[src/rtl/core/fts_pkg.sv]
package fts_pkg;

   localparam int OP_W   = 2;
   localparam int KEY_W  = 31;
   localparam int DATA_W = 32;
   localparam int SIZE_W = 11;

   localparam int CSR_ADDR_W = 3;
   localparam int CSR_DATA_W = 32;

   // Operation codes carried by an input item.
   localparam logic [OP_W-1:0] OP_UPDATE = 2'd0;
   localparam logic [OP_W-1:0] OP_QUERY  = 2'd1;
   localparam logic [OP_W-1:0] OP_FIND   = 2'd2;

   // Register index, taken from the word address bit of the port.
   localparam logic REG_SIZE_IN_USE = 1'b0;

   localparam logic [SIZE_W-1:0] SIZE_RESET = 11'd1024;

   typedef struct packed {
      logic [DATA_W-1:0] prefix_total;
      logic [SIZE_W-1:0] found_position;
      logic [DATA_W-1:0] rank_left;
   } rsp_type;

endpackage

[src/rtl/core/fts_csr.sv]
module fts_csr
   import fts_pkg::*;
(
   input  logic                  clock,
   input  logic                  reset,
   input  logic                  csr_psel,
   input  logic                  csr_penable,
   input  logic                  csr_pwrite,
   input  logic [CSR_ADDR_W-1:0] csr_paddr,
   input  logic [CSR_DATA_W-1:0] csr_pwdata,
   output logic [CSR_DATA_W-1:0] csr_prdata,
   output logic                  csr_pready,
   output logic [SIZE_W-1:0]     size_in_use
);

   logic [SIZE_W-1:0] size_ff;
   logic              wr_hit;

   assign csr_pready = 1'b1;
   assign wr_hit = csr_psel && csr_penable && csr_pwrite && csr_pready &&
                   (csr_paddr[2] == REG_SIZE_IN_USE);

   always_ff @(posedge clock) begin
      if (reset) begin
         size_ff <= SIZE_RESET;
      end else if (wr_hit) begin
         size_ff <= csr_pwdata[SIZE_W-1:0];
      end
   end

   always_comb begin
      csr_prdata = '0;
      if (csr_paddr[2] == REG_SIZE_IN_USE) begin
         csr_prdata = {{(CSR_DATA_W-SIZE_W){1'b0}}, size_ff};
      end
   end

   assign size_in_use = size_ff;

endmodule

[config.mk]
export PLATFORM = sky130hd
export DESIGN_NAME = fts_csr
export DESIGN_NICKNAME = d
export VERILOG_FILES = /design/src/rtl/core/fts_pkg.sv /design/src/rtl/core/fts_csr.sv
export SDC_FILE = /design/constraint.sdc
export NUM_CORES = 1
export LEC_CHECK = 0
export BUFFER_PORTS_ARGS = -buffer_cell sky130_fd_sc_hd__buf_2
export CORE_AREA = 2 2 50 52
export DETAILED_ROUTE_END_ITERATION = 10
export DIE_AREA = 0 0 52 54
export PLACE_DENSITY = 0.88
export SYNTH_ARGS = -nofsm -noshare
export SYNTH_HDL_FRONTEND = slang
export SYNTH_SLANG_ARGS = --single-unit
[constraint.sdc]
create_clock -name clock -period 2.4 [get_ports clock]
set_clock_uncertainty 0.1 [all_clocks]
set_input_delay 0.12 -clock clock [delete_from_list [all_inputs] [get_ports clock]]
set_output_delay 0.12 -clock clock [all_outputs]
set_load 0.1 [all_outputs]
[After elaboration in Yosys (flattened, before gate mapping)]
Cells that the tools add are included.
Operators by class
  muxes and demuxes: 1
  bitwise operators: 1
  reduce and logical (&&, ||, !) cells: 3
Operators with widths (number)
  $mux W11: 1
  $logic_and A1 B1 Y1: 3
  $not A1 Y1: 1
Word-level totals
  flip-flop bits (word level): 11
  logic and storage cells: 6

[Depth between registers and ports, before layout]
Gate-level depths: netlist of run 1.
  depth after elaboration: 3
  mapped depth: 3

[Worst setup path after synthesis of run 1]
No wires, ideal clock.
  path type: flip-flop to output port
  start point: register size_ff[0], in the netlist size_in_use[0]
  end point: output csr_prdata[0]
  data arrival time: 2392 ps
  required time: 2180 ps
  setup slack: -212 ps
  cell stages (with the launch flop): 2
  path buffers: 0
  cells stage by stage: dfxtp_1 nor2b_1
Between the ends
  cells in the longest elaborated chain, start to end: 1
Ends and longest elaborated chain
  start: declaration: line fts_csr.sv:16  | logic [SIZE_W-1:0] size_ff;
  start signal: assignment: line fts_csr.sv:27  | size_ff <= csr_pwdata[SIZE_W-1:0];
  $mux W11: line fts_csr.sv:33  | if (csr_paddr[2] == REG_SIZE_IN_USE) begin
  end: declaration: line fts_csr.sv:11  | output logic [CSR_DATA_W-1:0] csr_prdata,
No other way between the ends.

[Worst setup path after layout of run 1]
  start point: register size_ff[7], in the netlist size_in_use[7]
  end point: output csr_prdata[7]
Same word-level chain as after synthesis.

==> results.py, run 1 <==
metrics = {
    "synthesis": {
        "ys_warn_count": 0,
        "synth_flop_cell": "dfxtp_1",
        "synth.area.top_cells": "dfxtp_1, buf_4, nand2b_1, mux2i_1, nor2b_1",
        "ys_ff_latch": 11,
        "synthTopCellsByCount": "buf_4, nand2b_1, dfxtp_1, mux2i_1, nor2b_1",
        "syn_avg_cell_area_um2": 8.95,
        "syn_area_um2": 752,
        "yosysTopAreaCell": "dfxtp_1",
        "yosysSeqAreaShare_pct": 29.3,
        "yosysTopAreaCellShare_pct": 29.3,
        "synth_cells": 84,
        "async_flop_share_pct": 0,
        "synth.most_common_cell": "buf_4",
        "synth_cell_types": 12,
        "synth_edf_count": 0,
    },
    "worst_setup_path": {
        "cp.required_ps": 2180,
        "max_stage_delay_ps": 430,
        "startpoint_type": "flop",
        "cpMaxStageDelayCell": "buf_2",
        "worstPathCellList": "nor2b_2 -> buf_2",
        "critPathArrivalTime_ps": 1180,
        "critical_path_class": "reg2out",
        "end_kind": "output port",
        "cp_max_fo": 3,
    },
    "clock_tree": {
        "clock_path_buffers": 2,
        "cts.clk_slew.worst_paths_ps": 70,
        "cts_sinks": 11,
        "clk_latency_ps": 260,
        "clock-root-buffer": "clkbuf_4",
        "cts_tree": "yes",
        "numCtsBuffers": 3,
        "htreeDepth": 1,
    },
    "route": {
        "drc": 0,
        "routedWlPerCell_um": 9.29,
        "via_count": 580,
        "antenna_left": 0,
        "dr.pass1.iters": 3,
        "drtIter0Drc": 3,
        "finalWirelength_um": 1400,
        "viasPerCell": 3.84,
    },
    "floorplanning": {
        "dieArea_um2": 2810,
        "rows": 18,
        "start_util_pct": 32.4,
        "io_pins": 84,
        "core_area_um2": 2320,
        "die_w_um": 52,
        "die_h_um": 54,
    },
    "place": {
        "gp_congestion": 0.565,
        "place_ws_ps": 1090,
        "io_buffers": 38,
        "place_hpwl_um": 1080,
        "placedCellCount": 146,
    },
    "sta": {
        "setup_viol": 0,
        "fmax_mhz": 714,
        "fin_crit_ps": 1400,
        "hold_slack_ps": 11.5,
        "final.setup.worst_slack_ps": 999,
        "drv_slew": 0,
        "rsz0062_at_grt": "no",
        "finalCritPeriodShare_pct": 58.4,
        "fin_setup_tns_ps": 0,
        "hold_viol": 0,
    },
    "power_and_ir_drop": {
        "power.leakage_uw": 0.000460,
        "internal-power_uw": 279,
        "p_sw_uw": 281,
        "pwr-share-comb_pct": 44.7,
        "power.density_nw_per_um2": 611,
        "p_sw_share_pct": 50.2,
        "p_seq_share_pct": 33.7,
        "ir_worst_vdd_mv": 0.267,
        "clockPowerShare_pct": 21.6,
    },
    "final_layout": {
        "multi_input_area_um2": 434,
        "area_delta_synth_final_pct": 22.1,
        "final_cells": 151,
        "fillers": 248,
        "drive_gt1_share_pct": 43.0,
        "postLayoutCoreUtil_pct": 39.6,
        "largest_reg_flops": 11,
        "fin_nets": 162,
        "antenna_cells": 0,
        "seq_area_um2": 220,
    },
    "global_routing": {
        "overflow": 0,
        "track_usage_pct": 9.87,
        "grt_pass1_wl_um": 1950,
        "antenna_found_initial": 0,
        "grt_start_max_net_pins": 23,
        "grt_pass1_vias": 464,
    },
    "run_status": {
        "status": "completed",
    },
    "worst_hold_path": {
        "hold_path.class": "in2reg",
    },
    "flow_run": {
        "cap_violations": 0,
    },
}
-- cells by family after synthesis --
group	share of synthesized area (%)
AND/OR/NAND/NOR	28.8
multiplexers	14.6
flip-flops	29.3
buffers and inverters	26.3
other	0.999
-- area by class of cell --
type,count,share of cell area (%)
clock buffer,4,2.86
multi-input combinational,67,47.3
sequential,11,24.0
tap,30,4.09
timing repair buffer,39,21.8
-- worst paths after layout --
path	cells after the start	endpoint	slack (ps)	from
max	2	csr_prdata[7]	1000	size_in_use[7]
min	3	size_in_use[7]	10	csr_pwdata[7]
max reg2reg	2	size_in_use[2]	1690	size_in_use[2]
min reg2reg	2	size_in_use[0]	380	size_in_use[0]
-- layout by cell type, fill, tap and decap left out --
| master | instances |
|---|---|
| buf_2 | 38 |
| dlygate4sd3_1 | 1 |
| mux2i_1 | 11 |
| nand2b_1 | 20 |
| and2b_1 | 1 |
| nor2_1 | 2 |
| and4b_4 | 1 |
| dfxtp_1 | 11 |
| clkbuf_4 | 3 |
| conb_1 | 22 |
| nor2b_2 | 10 |
| clkbuf_1 | 1 |
-- power groups by stage --
stage	registers, µW	clock network [µW]	logic (µW)
2_1_floorplan	222	0	228
4_1_cts	189	130	251
5_1_grt	190	139	259
3_5_place_dp	193	0	250
3_3_place_gp	193	0	249
6_report	189	121	251
-- stage by stage --
step,total power (µW),instance area [µm²]
finish,561,918
floorplan,450,852
detailed placement,443,882
CTS,570,918
global placement,442,882
global route,587,918
-- metal layers --
| layer | vias up | global-route usage (%) | routed length [µm] |
|---|---|---|---|
| met4 | 0 | 2.63 | 0 |
| met3 | 0 | 5.00 | 141 |
| li1 | 291 | - | - |
| met1 | 254 | 9.95 | 562 |
| met5 | - | 0 | 0 |
| met2 | 35 | 17.9 | 699 |
-- timing repair --
action / CTS / global route
setup buffers: 0 / 0
gates resized for setup: 0 / 0
endpoints found under the hold margin: 1 / 0
hold buffers: 1 / 0
-- critical path, delay by kind of cell (launching register included) --
family        cells  cell delay (ps)
buf+inv           1              430
flops             1              360
simple gates      1              140
No activity file was read; power rests on OpenSTA's default activity.
==> run 2, diff against run 1 <==
--- a/config.mk
+++ b/config.mk
@@ -6,10 +6,10 @@
 export NUM_CORES = 1
 export LEC_CHECK = 0
 export BUFFER_PORTS_ARGS = -buffer_cell sky130_fd_sc_hd__buf_2
-export CORE_AREA = 2 2 50 52
+export CORE_AREA = 2 2 51 53
 export DETAILED_ROUTE_END_ITERATION = 10
-export DIE_AREA = 0 0 52 54
-export PLACE_DENSITY = 0.88
+export DIE_AREA = 0 0 53 55
+export PLACE_DENSITY = 0.85
 export SYNTH_ARGS = -nofsm -noshare
 export SYNTH_HDL_FRONTEND = slang
 export SYNTH_SLANG_ARGS = --single-unit
==> constraint.sdc (replaced) <==
create_clock -name clock -period 1.4 [get_ports clock]
set_clock_uncertainty 0.1 [all_clocks]
set_input_delay 0.07 -clock clock [delete_from_list [all_inputs] [get_ports clock]]
set_output_delay 0.07 -clock clock [all_outputs]
set_load 0.1 [all_outputs]
==> results.py, run 2 (same netlist as run 1, synthesis figures left out) <==
metrics = {
    "run_status": {
        "status": "completed",
    },
    "worst_setup_path": {
        "cp.required_ps": 1230,
        "startpoint_type": "flop",
        "cp_max_fo": 3,
        "critical_path_class": "reg2out",
        "critPathArrivalTime_ps": 1150,
        "end_kind": "output port",
    },
    "final_layout": {
        "area_delta_synth_final_pct": 68.1,
        "multi_input_area_um2": 485,
        "final_cells": 162,
        "fillers": 242,
        "seq_area_um2": 256,
        "antenna_cells": 0,
        "drive_gt1_share_pct": 49.2,
        "postLayoutCoreUtil_pct": 53.4,
        "final_cell_mix": "buf_2, conb_1, nand2b_1",
        "final_common_cell": "buf_2",
        "fin_nets": 173,
        "largest_reg_flops": 11,
    },
    "power_and_ir_drop": {
        "power.density_nw_per_um2": 801,
        "power.leakage_uw": 0.000553,
        "p_total_uw": 1010,
        "ir_worst_vdd_mv": 0.567,
    },
    "place": {
        "io_buffers": 38,
        "placedCellCount": 147,
        "place_hpwl_um": 1360,
        "gp_congestion": 0.584,
    },
    "global_routing": {
        "grt_pass1_vias": 583,
        "antenna_found_initial": 0,
        "grt_start_max_net_pins": 23,
        "track_usage_pct": 13.5,
        "overflow": 0,
        "grt_pass1_wl_um": 2740,
    },
    "sta": {
        "hold_viol": 0,
        "drv_slew": 0,
        "fin_crit_ps": 1320,
        "finalCritPeriodShare_pct": 94.1,
        "fmax_mhz": 759,
        "fin_setup_tns_ps": 0,
        "setup_viol": 0,
        "rsz0062_at_grt": "no",
    },
    "clock_tree": {
        "clk_latency_ps": 270,
        "clock_path_buffers": 2,
        "cts-resized-gates": 0,
        "cts.clk_slew.worst_paths_ps": 70,
        "numCtsBuffers": 3,
        "cts_sinks": 11,
        "postCtsSetupBuffers": 0,
        "hold_buffers": 11,
        "clock-root-buffer": "clkbuf_4",
        "htreeDepth": 1,
        "cts_tree": "yes",
    },
    "floorplanning": {
        "start_util_pct": 31.8,
        "die_h_um": 55,
        "rows": 18,
        "core_area_um2": 2360,
        "io_pins": 84,
        "die_w_um": 53,
        "dieArea_um2": 2920,
    },
    "flow_run": {
        "cap_violations": 0,
    },
    "worst_hold_path": {
        "hold_path.class": "in2reg",
    },
    "route": {
        "drc": 0,
        "dr.pass1.iters": 4,
        "via_count": 645,
        "drtIter0Drc": 1,
        "finalWirelength_um": 1820,
        "antenna_left": 0,
        "routedWlPerCell_um": 11.2,
        "viasPerCell": 3.98,
    },
}
==> run 2: power breakdown <==
group          leakage (µW)  total (µW)  internal (µW)  switching (µW)
Clock             0.0000150         218            110             108
Combinational      0.000441         483           88.8             394
Sequential        0.0000962         311            306            5.01
Total              0.000553        1010            505             506
==> run 2: layer usage <==
| layer | vias to the layer above | routed length, µm | share of wire [%] | global-route usage (%) |
|---|---|---|---|---|
| met1 | 297 | 589 | 32 | 12.5 |
| met4 | 0 | 0 | 0 | 1.28 |
| li1 | 311 | - | - | - |
| met5 | - | 0 | 0 | 0 |
| met3 | 0 | 160 | 8.8 | 5.65 |
| met2 | 37 | 1070 | 59 | 28.1 |
==> run 2: final cells by class <==
cell class / instances / share of cell area, %
clock buffer: 4 / 2.08
multi-input combinational: 67 / 38.4
tap: 30 / 2.97
sequential: 11 / 20.3
timing repair buffer: 50 / 36.2
==> run 2: metrics by stage <==
step	setup WS [ps]	hold WS, ps	cell area [µm²]
floorplan	-52.5	114	940
global placement	265	222	1130
detailed placement	235	233	1130
CTS	60.4	113	1260
global route	38.5	132	1260
finish	82.8	116	1260
==> run 2: final timing paths <==
path                                      from               to  slack [ps]  depth (start not counted)
worst min register to register  size_in_use[8]   size_in_use[8]         380                          2
worst max-delay path            size_in_use[8]    csr_prdata[8]          80                          2
worst min-delay path                     reset  size_in_use[10]         120                          3
worst max register to register  size_in_use[4]   size_in_use[4]         690                          2
==> run 2: worst max-delay path, stage by stage (launching register included) <==
cell,delay (ps)
dfxtp_2,340
and2b_2,130
buf_2,410
==> run 3, diff against run 2 <==
--- a/config.mk
+++ b/config.mk
@@ -5,6 +5,7 @@
 export SDC_FILE = /design/constraint.sdc
 export NUM_CORES = 1
 export LEC_CHECK = 0
+export ABC_AREA = 1
 export BUFFER_PORTS_ARGS = -buffer_cell sky130_fd_sc_hd__buf_2
 export CORE_AREA = 2 2 51 53
 export DETAILED_ROUTE_END_ITERATION = 10
==> results.py, run 3 <==
metrics = {
    "synthesis": {
        "synth_flop_cell": "dfxtp_1",
        "syn_avg_cell_area_um2": 6.14,
        "yosysTopAreaCellShare_pct": 29.6,
        "ys_ff_latch": 11,
        "syn_area_um2": 743,
        "ys_warn_count": 0,
        "yosysSeqAreaShare_pct": 29.6,
        "synth.most_common_cell": "nor2_1",
        "async_flop_share_pct": 0,
        "synth.area.top_cells": "dfxtp_1, buf_4, nor2_1, inv_1, nand3_1",
        "synth_cells": 121,
        "synth_edf_count": 0,
        "synth_cell_types": 13,
        "yosysTopAreaCell": "dfxtp_1",
        "synthTopCellsByCount": "nor2_1, buf_4, inv_1",
    },
    "sta": {
        "rsz0062_at_grt": "no",
        "fin_setup_tns_ps": 0,
        "fin_crit_ps": 1200,
        "finalCritPeriodShare_pct": 85.6,
        "fmax_mhz": 834,
        "drv_slew": 0,
        "setup_viol": 0,
        "hold_viol": 0,
    },
    "global_routing": {
        "antenna_found_initial": 0,
        "grt_pass1_wl_um": 2620,
        "grt_start_max_net_pins": 12,
        "track_usage_pct": 12.5,
        "grt_pass1_vias": 635,
        "overflow": 0,
    },
    "final_layout": {
        "area_delta_synth_final_pct": 61.1,
        "final_cell_mix": "buf_2, inv_1, conb_1",
        "antenna_cells": 0,
        "largest_reg_flops": 11,
        "final_common_cell": "buf_2",
        "drive_gt1_share_pct": 43.1,
        "fin_nets": 201,
    },
    "clock_tree": {
        "cts-resized-gates": 0,
        "clk_latency_ps": 260,
        "cts.clk_slew.worst_paths_ps": 70,
        "cts_tree": "yes",
        "clock-root-buffer": "clkbuf_4",
        "htreeDepth": 1,
        "cts_sinks": 11,
        "hold_buffers": 1,
        "clock_path_buffers": 2,
        "numCtsBuffers": 3,
        "postCtsSetupBuffers": 0,
    },
    "worst_setup_path": {
        "max_stage_delay_ps": 420,
        "cp.required_ps": 1230,
        "worstPathCellList": "buf_2",
        "critPathArrivalTime_ps": 1030,
        "startpoint_type": "flop",
        "critical_path_class": "reg2out",
        "timing.rr.end": "size_in_use[10]",
        "timing.rr.start": "size_in_use[10]",
        "cp.buffers_inverters": 1,
        "end_kind": "output port",
        "cpMaxStageDelayCell": "buf_2",
        "ff2ff_path_depth": 2,
        "path_delay_family": "buffers and inverters",
        "ff2ff_setup_slack_ps": 680,
        "cp_max_fo": 3,
    },
    "worst_hold_path": {
        "min_path_cells": 5,
        "hp-start": "csr_pwdata[9]",
        "hold_path.class": "in2reg",
        "holdPathEnd": "size_in_use[9]",
    },
    "floorplanning": {
        "die_h_um": 55,
        "die_w_um": 53,
        "io_pins": 84,
        "core_area_um2": 2360,
        "rows": 18,
        "dieArea_um2": 2920,
        "start_util_pct": 31.4,
    },
    "place": {
        "place_hpwl_um": 1310,
        "gp_congestion": 0.714,
        "io_buffers": 38,
    },
    "route": {
        "finalWirelength_um": 1600,
        "via_count": 705,
        "viasPerCell": 3.71,
        "drc": 0,
        "dr.pass1.iters": 4,
        "drtIter0Drc": 6,
        "routedWlPerCell_um": 8.39,
        "dr_wl_met2_um": 851,
        "antenna_left": 0,
        "wl_met1_um": 621,
        "routed.top_layer": "met4",
        "dr_wl_met3_um": 103,
    },
    "power_and_ir_drop": {
        "power.density_nw_per_um2": 896,
        "ir_worst_vdd_mv": 0.385,
        "p_total_uw": 1070,
        "power.leakage_uw": 0.000593,
    },
    "flow_run": {
        "cap_violations": 0,
    },
    "run_status": {
        "status": "completed",
    },
}
==> run 3: cell types whose count changed in the layout (fill, tap and decap cells not counted), sizes merged <==
| cell | change |
|---|---|
| nand2 | +13 |
| mux2i | -11 |
| nand3 | +11 |
| and4b | -1 |
| nand2b | -20 |
| and2b | -1 |
| o21ai | +1 |
| nor2b | -10 |
| dlygate4sd3 | -10 |
| inv | +25 |
| nor2 | +31 |
==> run 3: worst max path at each step <==
stage	cells after the start	startpoint	end	slack, ps
2_1_floorplan	2	size_in_use[0]	csr_prdata[0]	80
3_3_place_gp	6	csr_paddr[2]	size_in_use[10]	350
3_5_place_dp	6	csr_paddr[2]	size_in_use[10]	330
4_1_cts	1	size_in_use[5]	size_in_use[5]	190
5_1_grt	1	size_in_use[10]	size_in_use[10]	160
6_report	1	size_in_use[2]	size_in_use[2]	200
==> run 3: through the flow <==
stage                     util [%]  hold WS [ps]  setup WS (ps)  instances  instance area, µm²
after CTS                     50.6          14.0            185        190                1200
after global placement        49.1           186            352        185                1160
after floorplan                  -          95.4           84.5        141                 942
after detailed placement      49.1           198            327        185                1160
final                         50.6          19.7            201        190                1200
after global routing          50.6          37.2            158        190                1200
==> run 3: kinds of logic after synthesis <==
family / share of synthesized area, %
DFF: 29.6
buffers and inverters: 37.0
other: 1.01
and+or+nand+nor: 31.6
AOI/OAI and AO/OA: 0.673
==> run 3: power breakdown <==
part / switching [µW] / internal, µW
Clock: 97.6 / 110
Sequential: 7.04 / 310
Combinational: 467 / 79.9
Total: 572 / 500
==> run 3: metal layers <==
layer | vias up | GRT usage (%)
li1 | 383 | -
met1 | 287 | 12.4
met2 | 33 | 25.0
met3 | 2 | 1.88
met4 | 0 | 6.41
met5 | - | 0
==> run 3: area by class of cell <==
cell class | instances | area (µm²)
repair buffers | 40 | 373
clock buffers | 4 | 26.3
fillers | 246 | 1170
multi-input cells | 80 | 405
flip-flops and latches | 11 | 262
well taps | 30 | 37.5
inverters | 25 | 93.8
==> run 3: worst reg2reg max path: stages (launching register included) <==
cell     delay (ps)
dfxtp_4         340
o21ai_0          80
nand3_1          80
